## config.mk

```make
export PLATFORM = sky130hd
export DESIGN_NAME = servo_pulse_sequencer
export DESIGN_NICKNAME = d
export VERILOG_FILES = /design/src/rtl/sps_pkg.sv /design/src/rtl/sps_cmp_table.sv /design/src/rtl/servo_pulse_sequencer.sv
export SDC_FILE = /design/constraint.sdc
export NUM_CORES = 1
export LEC_CHECK = 0
export BUFFER_PORTS_ARGS = -buffer_cell sky130_fd_sc_hd__buf_2
export CAP_MARGIN = 20
export CORE_MARGIN = 5
export CORE_UTILIZATION = 55
export DETAILED_ROUTE_END_ITERATION = 12
export HOLD_SLACK_MARGIN = 0.12
export PLACE_DENSITY = 0.75
export SYNTH_ARGS = -nofsm -noshare
export SYNTH_HDL_FRONTEND = slang
export SYNTH_HIERARCHICAL = 1
export SYNTH_SLANG_ARGS = --single-unit
```

## constraint.sdc

```tcl
create_clock -name clk -period 5.8 [get_ports clk]
set_input_delay 1.16 -clock clk [delete_from_list [all_inputs] [get_ports clk]]
set_output_delay 1.16 -clock clk [all_outputs]
set_load 0.02 [all_outputs]
```

## src/rtl/sps_pkg.sv

```systemverilog
// Shared types, constants and the compare-time function of the servo pulse sequencer.
// Used by the top level, the compare table and the port checker. No dependencies.
package sps_pkg;

  localparam int BLOCK_COUNT = 12;
  localparam int BLK_W       = (BLOCK_COUNT > 1) ? $clog2(BLOCK_COUNT) : 1;
  localparam int PIN_W       = 5;
  localparam int CMP_W       = 16;

  localparam int GAP_TICKS   = 36;
  localparam int ZERO_OFFSET = 255 + GAP_TICKS;
  localparam int FRAME_TICKS = ZERO_OFFSET + 255 + (GAP_TICKS / 2);
  localparam int TICK_MAX    = 32'h0000_ffff;
  localparam int TICK_SCALE  = 8;
  localparam int TICK_SHIFT  = $clog2(TICK_SCALE);
  localparam int MIN_COMPARE = 5;

  // tick counts of the three stored times, before the position is applied
  localparam int BON_TICKS   = GAP_TICKS + FRAME_TICKS - ZERO_OFFSET;
  localparam int AOFF_TICKS  = GAP_TICKS + ZERO_OFFSET;
  localparam int FIN_TICKS   = GAP_TICKS + FRAME_TICKS;

  typedef enum logic {
    CMD_START = 1'b0,
    CMD_EVENT = 1'b1
  } cmd_t;

  typedef struct packed {
    logic [CMP_W-1:0] fin;
    logic [CMP_W-1:0] aoff;
    logic [CMP_W-1:0] bon;
  } cmp_entry_t;

  typedef struct packed {
    logic             en;
    logic [BLK_W-1:0] addr;
    cmp_entry_t       data;
  } tbl_wr_t;

  typedef struct packed {
    logic             en;
    logic [BLK_W-1:0] addr;
  } tbl_rd_t;

  // ticks -> compare value: floor of one tick, x8 with saturation, add base,
  // wrap by TICK_MAX on overflow, floor of MIN_COMPARE
  function automatic logic [CMP_W-1:0] tick_to_cmp(input logic [CMP_W-1:0] ticks,
                                                   input logic [CMP_W-1:0] base);
    logic [CMP_W-1:0] t1;
    logic [CMP_W-1:0] v;
    logic [CMP_W:0]   sum;
    t1 = (ticks <= CMP_W'(1)) ? CMP_W'(1) : ticks;
    if (t1 > CMP_W'(TICK_MAX / TICK_SCALE)) v = CMP_W'(TICK_MAX);
    else v = t1 << TICK_SHIFT;
    sum = {1'b0, v} + {1'b0, base};
    if (sum > (CMP_W+1)'(TICK_MAX)) sum = sum - (CMP_W+1)'(TICK_MAX);
    if (sum < (CMP_W+1)'(MIN_COMPARE)) return CMP_W'(MIN_COMPARE);
    return sum[CMP_W-1:0];
  endfunction

endpackage

```

## src/rtl/sps_cmp_table.sv

```systemverilog
// Per-block compare table: one entry of three compare times per block, registered read.
// Valid bits make unwritten entries read as zero. Depends on sps_pkg.
module sps_cmp_table (
  input  logic               clk,
  input  logic               rst_n,
  input  sps_pkg::tbl_wr_t   wr,
  input  sps_pkg::tbl_rd_t   rd,
  output sps_pkg::cmp_entry_t rd_data
);
  import sps_pkg::*;

  cmp_entry_t             mem [BLOCK_COUNT];
  logic [BLOCK_COUNT-1:0] vld_r;
  cmp_entry_t             rd_data_r;
  logic                   rd_vld_r;

  always_ff @(posedge clk) begin
    if (wr.en) begin
      mem[wr.addr] <= wr.data;
    end
    if (rd.en) begin
      rd_data_r <= mem[rd.addr];
    end
  end

  always_ff @(posedge clk) begin
    if (!rst_n) begin
      vld_r    <= '0;
      rd_vld_r <= 1'b0;
    end else begin
      if (wr.en) begin
        vld_r[wr.addr] <= 1'b1;
      end
      if (rd.en) begin
        rd_vld_r <= vld_r[rd.addr];
      end
    end
  end

  assign rd_data = rd_vld_r ? rd_data_r : '0;

endmodule

```

## src/rtl/servo_pulse_sequencer.sv

```systemverilog
// Top level of the servo pulse sequencer: phase control, compare table and output register.
// Depends on sps_pkg and sps_cmp_table.
//
// Usage:
//   in_*  : one transfer per command. in_tuser is the command (start or compare event),
//           in_tdata carries the start timer count and the next block's positions.
//   out_* : exactly one result transfer per command: next compare value and the pin
//           action (pin, level, timer restart).
//   Path: a command goes through the table-read stage, then the output register,
//   before out_tvalid rises. Throughput: one command per cycle while out_tready is
//   high, set by the single read-or-write access per cycle to the compare table;
//   a finish writes the next block's entry at the edge it is taken, so the following
//   command reads it back.
//   Reset: phase and block index to zero, table entries read as zero until the
//   finish phase of their block writes them. No clearing pass.
//   Stall: while out_tready is low the output register holds; one more command is
//   still taken into the table-read stage, after which in_tready drops.
module servo_pulse_sequencer (
  input  logic        clk,
  input  logic        rst_n,
  input  logic        in_tvalid,
  output logic        in_tready,
  input  logic [39:0] in_tdata,   // timer_now[15:0], position_a[23:16], position_b[31:24],
                                  // servo_mode_a[32], servo_mode_b[33], zero pad
  input  logic        in_tuser,   // command
  output logic        out_tvalid,
  input  logic        out_tready,
  output logic [23:0] out_tdata   // compare_value[15:0], pin_valid[16], pin_number[21:17],
                                  // pin_level[22], timer_restart[23]
);
  import sps_pkg::*;

  typedef enum logic [1:0] {
    PH_A_ON   = 2'd0,
    PH_B_ON   = 2'd1,
    PH_A_OFF  = 2'd2,
    PH_FINISH = 2'd3
  } phase_t;

  typedef enum logic [1:0] {
    SRC_DIRECT,
    SRC_BON,
    SRC_AOFF,
    SRC_FIN
  } src_t;

  phase_t           phase_r, phase_nxt;
  logic [BLK_W-1:0] block_r, block_nxt, block_inc;
  logic             s1_valid_r, out_valid_r;
  logic             accept, s1_adv;

  // stage 1 payload
  src_t             s1_src_r, src_nxt;
  logic [CMP_W-1:0] s1_cmp_r, cmp_nxt;
  logic             s1_pin_valid_r, pin_valid_nxt;
  logic [PIN_W-1:0] s1_pin_r, pin_nxt;
  logic             s1_level_r, level_nxt;
  logic             s1_restart_r, restart_nxt;

  logic [23:0]      out_tdata_r;
  logic [CMP_W-1:0] s1_cmp_sel;

  tbl_wr_t          tbl_wr;
  tbl_rd_t          tbl_rd;
  cmp_entry_t       tbl_rd_data;

  logic [CMP_W-1:0] timer_now;
  logic [7:0]       pos_a, pos_b;
  cmd_t             cmd;

  assign timer_now = in_tdata[15:0];
  assign pos_a     = in_tdata[32] ? in_tdata[23:16] : 8'd0;
  assign pos_b     = in_tdata[33] ? in_tdata[31:24] : 8'd0;
  assign cmd       = cmd_t'(in_tuser);

  assign s1_adv    = !out_valid_r || out_tready;
  assign in_tready = !s1_valid_r || s1_adv;
  assign accept    = in_tvalid && in_tready;

  assign block_inc = (block_r >= BLK_W'(BLOCK_COUNT - 1)) ? '0 : block_r + BLK_W'(1);

  always_comb begin
    phase_nxt     = phase_r;
    block_nxt     = block_r;
    src_nxt       = SRC_DIRECT;
    cmp_nxt       = '0;
    pin_valid_nxt = 1'b0;
    pin_nxt       = '0;
    level_nxt     = 1'b0;
    restart_nxt   = 1'b0;
    tbl_rd.en     = 1'b0;
    tbl_rd.addr   = block_r;
    tbl_wr.en     = 1'b0;
    tbl_wr.addr   = block_inc;
    // finish always runs with a timer base of zero
    tbl_wr.data.bon  = tick_to_cmp(CMP_W'(BON_TICKS) - {8'd0, pos_b}, '0);
    tbl_wr.data.aoff = tick_to_cmp(CMP_W'(AOFF_TICKS) + {8'd0, pos_a}, '0);
    tbl_wr.data.fin  = tick_to_cmp(CMP_W'(FIN_TICKS), '0);
    if (cmd == CMD_START) begin
      phase_nxt = PH_A_ON;
      block_nxt = '0;
      cmp_nxt   = tick_to_cmp(CMP_W'(GAP_TICKS), timer_now);
    end else begin
      pin_valid_nxt = 1'b1;
      case (phase_r)
        PH_A_ON: begin
          pin_nxt   = PIN_W'(block_r);
          level_nxt = 1'b1;
          src_nxt   = SRC_BON;
          tbl_rd.en = accept;
          phase_nxt = PH_B_ON;
        end
        PH_B_ON: begin
          pin_nxt   = PIN_W'(block_r) + PIN_W'(BLOCK_COUNT);
          level_nxt = 1'b1;
          src_nxt   = SRC_AOFF;
          tbl_rd.en = accept;
          phase_nxt = PH_A_OFF;
        end
        PH_A_OFF: begin
          pin_nxt   = PIN_W'(block_r);
          src_nxt   = SRC_FIN;
          tbl_rd.en = accept;
          phase_nxt = PH_FINISH;
        end
        default: begin
          pin_nxt     = PIN_W'(block_r) + PIN_W'(BLOCK_COUNT);
          restart_nxt = 1'b1;
          cmp_nxt     = tick_to_cmp(CMP_W'(GAP_TICKS), '0);
          tbl_wr.en   = accept;
          block_nxt   = block_inc;
          phase_nxt   = PH_A_ON;
        end
      endcase
    end
  end

  sps_cmp_table u_table (
    .clk     (clk),
    .rst_n   (rst_n),
    .wr      (tbl_wr),
    .rd      (tbl_rd),
    .rd_data (tbl_rd_data)
  );

  always_ff @(posedge clk) begin
    if (!rst_n) begin
      phase_r     <= PH_A_ON;
      block_r     <= '0;
      s1_valid_r  <= 1'b0;
      out_valid_r <= 1'b0;
    end else begin
      if (accept) begin
        phase_r <= phase_nxt;
        block_r <= block_nxt;
      end
      if (accept) s1_valid_r <= 1'b1;
      else if (s1_adv) s1_valid_r <= 1'b0;
      if (s1_adv) out_valid_r <= s1_valid_r;
    end
  end

  always_ff @(posedge clk) begin
    if (accept) begin
      s1_src_r       <= src_nxt;
      s1_cmp_r       <= cmp_nxt;
      s1_pin_valid_r <= pin_valid_nxt;
      s1_pin_r       <= pin_nxt;
      s1_level_r     <= level_nxt;
      s1_restart_r   <= restart_nxt;
    end
    if (s1_valid_r && s1_adv) begin
      out_tdata_r <= {s1_restart_r, s1_level_r, s1_pin_r, s1_pin_valid_r, s1_cmp_sel};
    end
  end

  always_comb begin
    case (s1_src_r)
      SRC_BON:  s1_cmp_sel = tbl_rd_data.bon;
      SRC_AOFF: s1_cmp_sel = tbl_rd_data.aoff;
      SRC_FIN:  s1_cmp_sel = tbl_rd_data.fin;
      default:  s1_cmp_sel = s1_cmp_r;
    endcase
  end

  assign out_tvalid = out_valid_r;
  assign out_tdata  = out_tdata_r;

endmodule

```

Word-level counts from Yosys, hierarchy flattened
Memory sizes are Yosys's and may differ from the RTL's. A register that Yosys moved wholly into a read port is not among the register bits.
Cells that the tools add are included.

storage, ports and cells
  memories = 1
  output and inout bits = 26
  memory bits (writable) = 384
  bits in registers = 87
  bits of input ports = 45
  logic and storage cells = 106

memory list
  memory       words  bits a word  rd ports  clocked after memory_dff  wr ports  RTL line             RTL
  u_table.mem  12     32           1         1                         1         sps_cmp_table.sv:12  cmp_entry_t mem [BLOCK_COUNT];

operators by class
  equality and inequality tests = 6
  $add $sub $neg = 8
  reductions and logical operators = 14
  bitwise operators = 2
  multiplexer cells = 46
  order comparisons = 14

operators by type and width
  kind                                                             count
  two-way mux 16 bit                                               11
  two-way mux 17 bit                                               4
  less-than comparator 17 x 3 -> 1 bit, second input constant      3
  two-way mux 48 bit                                               1
  case mux 16 bit (3 select lines)                                 1
  subtractor 16 x 16 -> 17 bit, second input constant              2
  > comparator 16 bit, second input constant                       2
  adder 16 x 16 -> 17 bit                                          1
  > comparator 17 x 16 -> 1 bit, second input constant             1
  two-way mux 1 bit                                                17
  subtractor 17 x 16 -> 17 bit, second input constant              1
  > comparator 16 x 13 -> 1 bit, second input constant             1
  less-or-equal comparator 16 x 1 -> 1 bit, second input constant  1
  two-way mux 4 bit                                                4
  two-way mux 8 bit                                                2
  > comparator 10 x 13 -> 1 bit, second input constant             1
  OR 12 bit                                                        1
  adder 9 x 8 -> 10 bit, first input constant                      1
  less-or-equal comparator 10 x 1 -> 1 bit, second input constant  1
  less-than comparator 4 x 5 -> 1 bit, second input constant       2
  two-way mux 10 bit                                               1
  subtractor 9 x 8 -> 10 bit, first input constant                 1
  two-way mux 9 bit                                                1
  == test 2 bit, second input constant                             3
  other kinds (19)                                                 26

Longest topological paths before layout
  depth in word-level cells = 11
  depth in mapped cells = 13
  gate-level depth less buffers = 12

Cells and area by module
The synthesis kept the hierarchy.

modules (own cells, without submodules)
  module                 instances  area each (um^2)  sequential area each (um^2)  cells each
  sps_cmp_table          1          23,886.7          18,998.2                     1,075
  servo_pulse_sequencer  1          3,802.4           1,661.6                      347

Worst setup path before layout
OpenSTA, ideal clock, no wires.

  kind = input to register
  start = input port out_tready
  end = memory u_table/mem[0][0] in the netlist's numbering (enable)
  buffers on the path = 0
  library setup time = 0.515 ns
  required time = 5.285 ns
  arrival = 5.685 ns
  stages = 6
  path slack = -0.400 ns
  path through = nor2b_1 nand2_1 nand2_1 nor2_1 or3b_2 nor3_1

RTL lines
  element             RTL line                     RTL
  start: declaration  servo_pulse_sequencer.sv:27  input logic out_tready,
  end: declaration    sps_cmp_table.sv:12

Final worst setup path
  start = input port in_tdata[5]
  end = register s1_cmp_r[1] (data pin)

on the way
  cells in the longest elaborated chain, start to end = 9
  elaborated cells on any way between the ends = 10
  those cells by class = 2 x add/sub; 2 x order compare; 6 x mux

RTL lines
  element                                                                        RTL line                      RTL
  start: declaration                                                             servo_pulse_sequencer.sv:23   input logic [39:0] in_tdata,
  adder 16 x 16 -> 17 bit (*)                                                    sps_pkg.sv:55                 sum = {1'b0, v} + {1'b0, base};
  subtractor 17 x 16 -> 17 bit or > comparator 17 x 16 -> 1 bit (tied branches)  sps_pkg.sv:56                 if (sum > (CMP_W+1)'(TICK_MAX)) sum = sum - (CMP_W+1)'(TICK_MAX);
  two-way mux 17 bit (*)                                                         sps_pkg.sv:56
  two-way mux 17 bit (*)                                                         servo_pulse_sequencer.sv:99   if (cmd == CMD_START) begin
  less-than comparator 17 x 3 -> 1 bit                                           sps_pkg.sv:57                 if (sum < (CMP_W+1)'(MIN_COMPARE)) return CMP_W'(MIN_COMPARE);
  two-way mux 1 bit                                                              sps_pkg.sv:57
  two-way mux 1 bit                                                              servo_pulse_sequencer.sv:99
  two-way mux 16 bit (*)                                                         sps_pkg.sv:58                 return sum[CMP_W-1:0];
  two-way mux 16 bit (*)                                                         servo_pulse_sequencer.sv:99
  end signal: assignment                                                         servo_pulse_sequencer.sv:166  s1_cmp_r <= cmp_nxt;
  end: declaration                                                               servo_pulse_sequencer.sv:54   logic [CMP_W-1:0] s1_cmp_r, cmp_nxt;

Every way passes the cells marked *; elsewhere a longest branch is shown, timed or not. The select of a mux whose other input is x is not followed.
A chain may end at the register's enable or synchronous reset.

==> impl_results.rst <==
.. list-table::
   :header-rows: 1

   * - Metric
     - Value
   * - Result of the run
     - finished, final reports clean
   * - Maximum fanout along the worst path
     - 20
   * - CTS-repair resized insts
     - 0
   * - Number of buffers created by CTS
     - 69
   * - Total instance count after detailed placement
     - between 2000 and 2500
   * - Routing usage on met1
     - between 20% and 30%
   * - Sum of routed wire length over all layers
     - 55.35 mm
   * - First-pass iteration count of the detailed router
     - 5
   * - Y dimension of the die
     - between 200 and 250 µm
   * - Async S/R FF share, synth
     - 0%
   * - Number of standard-cell rows in the floorplan
     - 82
   * - Last weighted congestion value of the routability-driven placer
     - about 0.87
   * - HP Class
     - reg -> reg
   * - Max-capacitance violation count
     - 0
   * - Port Buffers
     - 64
   * - Global Route Usage Sum
     - approximately 21%
   * - Crit-path max cell delay
     - 0.60 ns
   * - Initial core utilization
     - 55.42%
   * - Vias in the first global route
     - about 14000
   * - Number of clock sinks
     - 695
   * - Worst Path Required
     - 6.15 ns
   * - Die Wd
     - ~230 µm
   * - HPWL reported at the end of detailed placement
     - about 31 mm
   * - Sequential element share of the synthesized area
     - around three quarters
   * - Hold buffer count at CTS
     - 0
   * - Clock tree from TritonCTS
     - done
   * - Filler-free cell count of the finished design
     - 2594
   * - Maximum clock frequency
     - roughly 230 MHz
   * - Synthesis Warnings
     - 6
   * - Post-DRT Antenna Nets
     - 0
   * - Sum of negative setup slack
     - 0 ns
   * - Final Total Pwr
     - just over 0.01 W
   * - CORE AREA
     - 49970 µm²
   * - Met2 global-route usage
     - roughly 34%
   * - Vias per cell
     - ~5.4
   * - Period utilization
     - 75.12%
   * - Detail-routed net length per standard cell
     - about 21 µm
   * - Cell area power density
     - 311.4 nW/µm²
   * - H-tree depth
     - 3
   * - Number of enable flip-flop cells after synthesis
     - just under 700
   * - Area added between synthesis and finish
     - 16.85%
   * - Critical Path Source Type
     - primary input
   * - Post-layout nets
     - 1926
   * - Signal arrival time at the worst endpoint
     - between 4 and 5 ns
   * - Flip-flop and latch count after synthesis
     - 695
   * - Leading register cell type out of synthesis
     - sky130_fd_sc_hd__edfxtp_1
   * - Worst setup path class
     - in -> reg
   * - Final core occ
     - roughly 65%
   * - Number of hold violations in the final report
     - 0
   * - Die area
     - roughly 55000 µm²
   * - Worst slew pin tran
     - about 1 ns
   * - Number of instances in the synthesized netlist
     - 1422
   * - First-pass GRT wire length
     - between 80 and 90 mm
   * - Max-Slew Margin vs Limit
     - 33.52%
   * - Final clock skew
     - roughly 0.017 ns
   * - Post-CTS Setup Repair Bufs
     - 0
   * - DRC violation count after routing
     - 0
   * - Antenna diode count
     - 0
   * - Latest clock arrival within the worst-skew pair
     - roughly 0.6 ns
   * - Worst-case clock buffer depth
     - 3
   * - Clock tree root buffer cell
     - sky130_fd_sc_hd__clkbuf_16
   * - Vias
     - 14070
   * - Crit path max-delay family
     - simple AND/OR/NAND/NOR gates
   * - Count of different cell masters after synthesis
     - between 70 and 80
   * - Initial antenna violation count
     - 0
   * - Setup violations, final
     - 0
   * - Leakage power of the design
     - around 11 nW
   * - Top Usage Layer GRT
     - met2
   * - Count of buffering cells on the critical path with inverters included
     - 2
   * - IR drop worst, VDD
     - roughly 0.21 mV
   * - Post-synthesis instance area
     - between 20000 and 30000 µm²
   * - Share of layout cells above drive strength 1
     - 20.71%
   * - Crit. End Element
     - register
   * - Time the worst path needs with I/O delays and setup
     - roughly 4.4 ns
   * - Critical path cell sequence
     - buf_2, inv_1, ha_1, or4_4, or4_4, nor3b_1, ha_1, and2b_1, a21oi_1, o2111ai_2, o31a_1
   * - Syn avg cell area
     - 19.47 µm²
   * - DRC violation total after the first TritonRoute iteration
     - 1402
   * - Crit path max-delay cell type
     - sky130_fd_sc_hd__ha_1
   * - Clock edge transition at the registers on the reported setup and hold paths
     - 0.06 ns
   * - Largest net degree at the start of global routing
     - 57
   * - Final slew viol count
     - 0
   * - Met3 track demand over resource in global routing
     - under 10%
   * - Unrepaired setup endpoints after global routing
     - no
   * - I/O pin count
     - 71
   * - GRT overflow
     - 0
==> layout by cell type (no fill, tap or decap), drive strengths merged, types with 9 or more instances in the layout <==
cell,instances
buf,95
and2,65
nand2,130
a21oi,12
nor2,40
nor3,12
dfxtp,21
edfxtp,674
conb,348
xnor2,21
ha,14
inv,23
clkinv,22
nand3,13
mux4,161
a22oi,53
clkbuf,91
o21a,16
nor2b,9
==> final timing paths <==
path,start,depth (start not counted),slack (ns),endpoint
max,in_tdata[5],11,1.44,s1_cmp_r[1]
min,s1_pin_r[4],0,0.42,out_tdata[21]
max reg2reg,block_r[2],7,1.74,u_table/mem[3][21]
min reg2reg,s1_pin_r[4],0,0.42,out_tdata[21]
==> cell families (layout without fill, tap and decap cells) <==
group / after synthesis / in the layout / synth area share [%]
compound gates: 128 / 128 / 3.543
xor+xnor: 29 / 29 / 0.9445
fa+ha+maj: 14 / 14 / 0.6326
buf+inv: 84 / 238 / 1.523
flops: 695 / 695 / 74.61
mux: 166 / 166 / 13.28
other cells: 2 / 348 / 0.02712
simple gates: 304 / 304 / 5.436
==> flip-flops by register name (all words and copies together) (netlist names), 2 cells and up <==
| name | count |
|---|---|
| block_r | 4 |
| out_tdata | 24 |
| phase_r | 2 |
| s1_cmp_r | 16 |
| s1_pin_r | 5 |
| s1_src_r | 2 |
| u_table/mem | 576 |
| u_table/rd_data_r | 48 |
| u_table/vld_r | 12 |
==> worst register-to-register path, stage by stage, from the launching register on <==
cell and delay (ns):
sky130_fd_sc_hd__dfxtp_4 0.87, sky130_fd_sc_hd__inv_1 0.17, sky130_fd_sc_hd__ha_1 0.24, sky130_fd_sc_hd__a21o_1 0.21, sky130_fd_sc_hd__nor2_1 0.61, sky130_fd_sc_hd__nand2_1 0.39, sky130_fd_sc_hd__nor2_4 0.81, sky130_fd_sc_hd__buf_4 0.43
==> cell usage after synthesis (4+ instances only) <==
cell type	n	share of area, %
sky130_fd_sc_hd__nand3b_1	5	0.14
sky130_fd_sc_hd__buf_1	4	0.054
sky130_fd_sc_hd__xnor2_1	20	0.63
sky130_fd_sc_hd__nand2b_1	5	0.11
sky130_fd_sc_hd__ha_1	14	0.63
sky130_fd_sc_hd__buf_2	12	0.22
sky130_fd_sc_hd__dfxtp_1	21	1.5
sky130_fd_sc_hd__buf_4	7	0.19
sky130_fd_sc_hd__nand3_1	13	0.23
sky130_fd_sc_hd__buf_6	8	0.33
sky130_fd_sc_hd__nand2_1	130	1.8
sky130_fd_sc_hd__nor3_1	12	0.22
sky130_fd_sc_hd__a21oi_1	9	0.16
sky130_fd_sc_hd__nor2_1	39	0.53
sky130_fd_sc_hd__clkbuf_1	35	0.47
sky130_fd_sc_hd__inv_1	17	0.23
sky130_fd_sc_hd__o22ai_1	4	0.090
sky130_fd_sc_hd__o21ai_0	8	0.14
sky130_fd_sc_hd__or3_1	4	0.090
sky130_fd_sc_hd__mux2i_1	4	0.14
sky130_fd_sc_hd__edfxtp_1	674	73
sky130_fd_sc_hd__a31oi_1	4	0.090
sky130_fd_sc_hd__o21a_1	16	0.43
sky130_fd_sc_hd__mux4_2	161	13
sky130_fd_sc_hd__xor2_1	8	0.25
sky130_fd_sc_hd__and2_1	63	1.4
sky130_fd_sc_hd__nand4_1	4	0.090
sky130_fd_sc_hd__a22oi_1	53	1.4
sky130_fd_sc_hd__nor2b_1	9	0.20
==> per-layer routing <==
layer  vias to the layer above  share of wire [%]
li1                       6281                  -
met3                        64                7.6
met1                      7196                 41
met2                       531                 50
met4                         0                1.6
met5                         -                  0
==> stage by stage <==
stage | setup WS, ns | instance area, µm² | hold WS (ns)
global route | 1.259 | 32360 | 0.4269
CTS | 1.515 | 32330 | 0.4182
global placement | 0.9613 | 30170 | 0.4018
floorplan | 0.9228 | 29000 | 0.4003
finish | 1.443 | 32360 | 0.4173
detailed placement | 0.9016 | 30170 | 0.4045
==> cell type report <==
cell class | count | area (µm²)
fill | 3375 | 17610
multi-input combinational | 989 | 8033
timing repair buffer | 95 | 585.6
tap | 672 | 840.8
sequential | 695 | 20670
inverter | 17 | 63.81
clock buffer | 91 | 1872
clock inverter | 35 | 291.5
==> where the power goes <==
| part | switching (W) | leakage, nW | total (W) | internal [W] |
|---|---|---|---|---|
| Sequential | 0.0000165 | 6.30 | 0.00557 | 0.00555 |
| Combinational | 0.000173 | 3.65 | 0.000252 | 0.0000797 |
| Clock | 0.00179 | 1.05 | 0.00426 | 0.00246 |
(Power assumes the default switching activity.)
